## src/rtl/cdfs_ram.sv

```systemverilog
// Generic single-write, single-read RAM with a registered read port.
module cdfs_ram #(
	parameter int WIDTH = 16,
	parameter int DEPTH = 117
) (
	input  logic                     clk,
	input  logic                     we,
	input  logic [$clog2(DEPTH)-1:0] waddr,
	input  logic [WIDTH-1:0]         wdata,
	input  logic                     re,
	input  logic [$clog2(DEPTH)-1:0] raddr,
	output logic [WIDTH-1:0]         rdata
);

	logic [WIDTH-1:0] mem [DEPTH];

	always_ff @(posedge clk) begin
		if (we) begin
			mem[waddr] <= wdata;
		end
		if (re) begin
			rdata <= mem[raddr];
		end
	end

endmodule

```

## config.mk

```make
export PLATFORM = sky130hd
export DESIGN_NAME = cdfs_ram
export DESIGN_NICKNAME = d
export VERILOG_FILES = /design/src/rtl/cdfs_ram.sv
export SDC_FILE = /design/constraint.sdc
export NUM_CORES = 2
export LEC_CHECK = 0
export BUFFER_PORTS_ARGS = -buffer_cell sky130_fd_sc_hd__buf_4
export CORE_ASPECT_RATIO = 1.75
export CORE_UTILIZATION = 55
export DETAILED_ROUTE_END_ITERATION = 10
export GPL_ROUTABILITY_DRIVEN = 0
export PLACE_DENSITY = 0.71
export SYNTH_ARGS = -nofsm -noshare
export SYNTH_HDL_FRONTEND = slang
export SYNTH_SLANG_ARGS = --single-unit
export TNS_END_PERCENT = 100
```

## constraint.sdc

```tcl
create_clock -name clk -period 2.64 [get_ports clk]
set_input_delay 0.264 -clock clk [delete_from_list [all_inputs] [get_ports clk]]
set_output_delay 0.264 -clock clk [all_outputs]
set_load 0.01 [all_outputs]
```

=== Yosys cells after proc, flatten, opt, wreduce, memory -nomap -nowiden ===
Memories as Yosys holds them, arrays and structs flattened. A register that Yosys moved wholly into a read port is not among the register bits.
Cells that the tools add are included.

* Bits in registers: 0
* Bits in writable memories: 1872
* Input port bits: 33
* Word-level logic and storage cells: 3
* Memories: 1

* Muxes and demuxes: 2

{| class="wikitable"
|+ Memory list
! name !! words !! width !! read ports !! clocked after memory_dff !! wr ports !! line !! source
|-
| mem || 117 || 16 || 1 || 1 || 1 || 15 || <nowiki>logic [WIDTH-1:0] mem [DEPTH];</nowiki>
|}

{| class="wikitable"
|+ Operators by type and width
! kind !! number
|-
| $mux W1 || 2
|}

=== Longest topological paths before layout ===
* Depth in word-level cells: 2
* Mapped depth: 13
* Depth with buffers taken out: 6

=== Worst setup path before layout ===
No wires, ideal clock.

* Path kind: input to register
* Start point: in raddr[0]
* End point: reg rdata[4] (read register of mem) (data pin)
* Data arrival time: 2.016 ns
* Setup slack: 0.357 ns
* Stages: 9
* Cells stage by stage: buf_6 > buf_6 > buf_4 > buf_4 > mux4_2 > a22oi_1 > a21oi_1 > a211oi_1 > o211ai_1

{| class="wikitable"
|+ RTL lines
! what !! line !! source
|-
| start, declared || 11 || <nowiki>input logic [$clog2(DEPTH)-1:0] raddr,</nowiki>
|-
| end, declared || 12 || <nowiki>output logic [WIDTH-1:0] rdata</nowiki>
|}

==> flow_metrics.py <==
metrics = {
    "outcome": {
        "status": "completed",
    },
    "power": {
        "vdd_drop_max_mv": 0.6553,
        "power_switching_w": 0.01261,
        "swShare_pct": 21.05,
        "powerDensity_nw_per_um2": 720.1,
        "p_int_w": 0.04729,
        "power_frac_seq_pct": 55.4,
        "clkPwrFrac_pct": 38.8,
        "power_frac_comb_pct": 5.8,
        "power_w": 0.05990,
        "p_leak_nw": 26.91,
    },
    "timing": {
        "period_share_pct": 97.43,
        "report.final.setup_viol": 0,
        "fmax_mhz": 388.8,
        "post-route-min-period_ns": 2.572,
        "tightest_slew_ns": 1.196,
        "finClkSkew_ns": 0.02218,
        "holdWs_ns": 0.03273,
        "max_slew_margin_pct": 20.29,
        "rsz0062_at_grt": "false",
        "hold_viol": 0,
        "fin_ws_ns": 0.06787,
        "drv_slew": 0,
    },
    "routing": {
        "drtPass1Iterations": 7,
        "drt_iter0_drc": 4776,
        "vias": 36650,
        "ant_nets": 0,
        "post_drt_wl_per_cell_um": 34.07,
        "drc_errors": 0,
        "routed_wl_um": 190800,
        "vias_per_cell": 6.544,
    },
    "synth": {
        "ys_seq_area_share_pct": 77.69,
        "synth_area_per_cell_sq_um": 21.80,
        "synth_top_cell_by_area": "edfxtp_1",
        "syn_area_sq_um": 72970,
        "synth_warnings": 0,
        "ys_ff_latch": 1888,
        "synth_ff_type": "edfxtp_1",
        "syn-num-nets": 3380,
        "synth_top_area_share_pct": 77.69,
        "synth_cell_types": 40,
        "syn_inst": 3347,
        "synth_area_leaders": "edfxtp_1 78%, mux4_2 13%, mux2i_1 3.0%, a22oi_1 0.78%, nor2_1 0.78%",
        "async_flop_share_pct": 0,
        "synth_edf_count": 1888,
    },
    "global_routing": {
        "grt_first_pass_wirelength_um": 271700,
        "grt_busiest_layer": "met2",
        "gr-total-overflow": 0,
        "grt_pass1_vias": 37700,
        "grt_use_met1_pct": 34.22,
        "antenna_found_initial": 8,
        "grt_util_all_layers_pct": 28.97,
        "grt_util_met3_pct": 4.971,
        "grt_max_degree": 118,
        "grtUsageMet2_pct": 49.29,
    },
    "cells_and_area": {
        "final_util_pct": 63.27,
        "multi_input_area_sq_um": 15160,
        "num-fill-cells": 8417,
        "synthToLayoutAreaGrowth_pct": 13.99,
        "final_area_sq_um": 83180,
        "layout_commonest_cell": "edfxtp_1",
        "mostFrequentLayoutCells": "1,888 x edfxtp_1, 414 x mux4_2, 391 x buf_4",
        "final_layout_size_suffix_gt1_share_pct": 28.73,
        "final-seq-area_sq_um": 56690,
        "fin_nets": 3811,
    },
    "cts": {
        "htree_levels": 4,
        "cts_buffer_depth": 3,
        "clk_pin_slew_ns": 0.07,
        "cts_buffers": 154,
        "numClockSinks": 1888,
        "cts_tree": "built",
        "clk_latency_ns": 0.80,
        "cts_root_buffer": "clkbuf_16",
    },
    "floorplan": {
        "die_h_um": 483.9,
        "rows": 176,
        "io_pins": 49,
        "die_w_um": 277.4,
        "die_area_sq_um": 134200,
        "core-area_sq_um": 131500,
        "start_util_pct": 55.51,
    },
    "critical_path": {
        "path_delay_family": "multiplexers",
        "critPathLaunchType": "flip-flop",
        "crit_fanout": 1,
        "crit_buf_inv": 2,
        "slowest_stage": "mux4_2",
        "worstPathRequired_ns": 3.15,
        "cp_slowest_stage_delay_ns": 0.50,
        "critPathKind": "flip-flop to flip-flop",
        "critPathCaptureType": "flip-flop",
        "crit_path_cell_trace": "mux4_2 > mux4_2 > nand3_1 > o2111ai_1 > buf_4 > a221oi_2 > buf_4 > a221oi_1",
        "cp.arrival_ns": 3.08,
    },
    "place": {
        "place_ws_ns": -0.4528,
        "placed_area_sq_um": 78010,
        "place_hpwl_um": 124000,
        "portBuffers": 48,
    },
    "run": {
        "maxCapViolations": 0,
    },
    "worst_hold_path": {
        "hold_path_class": "input port to flip-flop",
    },
}
## power by group through the flow
stage / combinational (W) / clock (W) / sequential, W
after floorplan: 0.00166 / 0 / 0.0338
after global placement: 0.00336 / 0 / 0.0338
after detailed placement: 0.00344 / 0 / 0.0338
after CTS: 0.00347 / 0.0235 / 0.0332
after global routing: 0.00360 / 0.0245 / 0.0332
final: 0.00349 / 0.0232 / 0.0332
## cell families after synthesis
logic type / after synthesis / synth area share (%)
flip-flops: 1888 / 77.69
multiplexers: 664 / 16.26
AND/OR/NAND/NOR: 400 / 2.445
AO/OA/AOI/OAI: 211 / 2.028
buffers and inverters: 184 / 1.579
## synth_stat cells (all sizes together), types with 9 or more instances
master,instances
buf,125
o2111ai,13
nand2b,9
nor2,151
nor2b,26
clkbuf,57
edfxtp,1888
o21ai,14
nand4,18
a22oi,76
nand2,98
mux4,414
a31oi,15
o211ai,9
a211oi,11
nand3,73
nor3,10
mux2i,220
a21oi,38
mux2,30
## timing repair
action,4_1_cts,5_1_grt
endpoints found under the hold margin,172,0
gates resized for setup,1,1
endpoints found under the setup margin,1,1
hold buffers,10,0
buffers inserted,0,0
## area by class of cell
type / instances / share of cell area (%)
clock inverters: 89 / 1.056
diodes: 5 / 0.01504
inverters: 2 / 0.009025
well taps: 1691 / 2.543
flip-flops and latches: 1888 / 68.15
multi-input cells: 1275 / 18.23
repair buffers: 457 / 4.974
clock buffers: 194 / 5.018
## metrics by stage
| stage | TNS (ns) | std cells |
|---|---|---|
| finish | 0 | 5601 |
| global route | 0 | 5597 |
| floorplan | 0 | 3347 |
| detailed placement | -5.653 | 5303 |
| CTS | 0 | 5596 |
| global placement | -5.341 | 5303 |
## state kept, by name (all words and copies together), names as in the netlist
signal  flops
mem      1872
rdata      16
## layer usage
metal	share of wire, %	wire length [um]
met5	0.029	55
met4	7.3	13950
met3	7.8	14910
met2	52	98520
met1	33	63410
## worst paths after layout
check | start | to | slack, ns | cells after the start
max | mem[95][8]$_DFFE_PP_ | rdata[8]$_DFFE_PP_ | 0.07 | 8
min | wdata[6] | mem[113][6]$_DFFE_PP_ | 0.03 | 2
max reg2reg | mem[95][8]$_DFFE_PP_ | rdata[8]$_DFFE_PP_ | 0.07 | 8
min reg2reg | mem[58][15]$_DFFE_PP_ | rdata[15]$_DFFE_PP_ | 0.98 | 5
No activity file was read; power rests on OpenSTA's default activity.
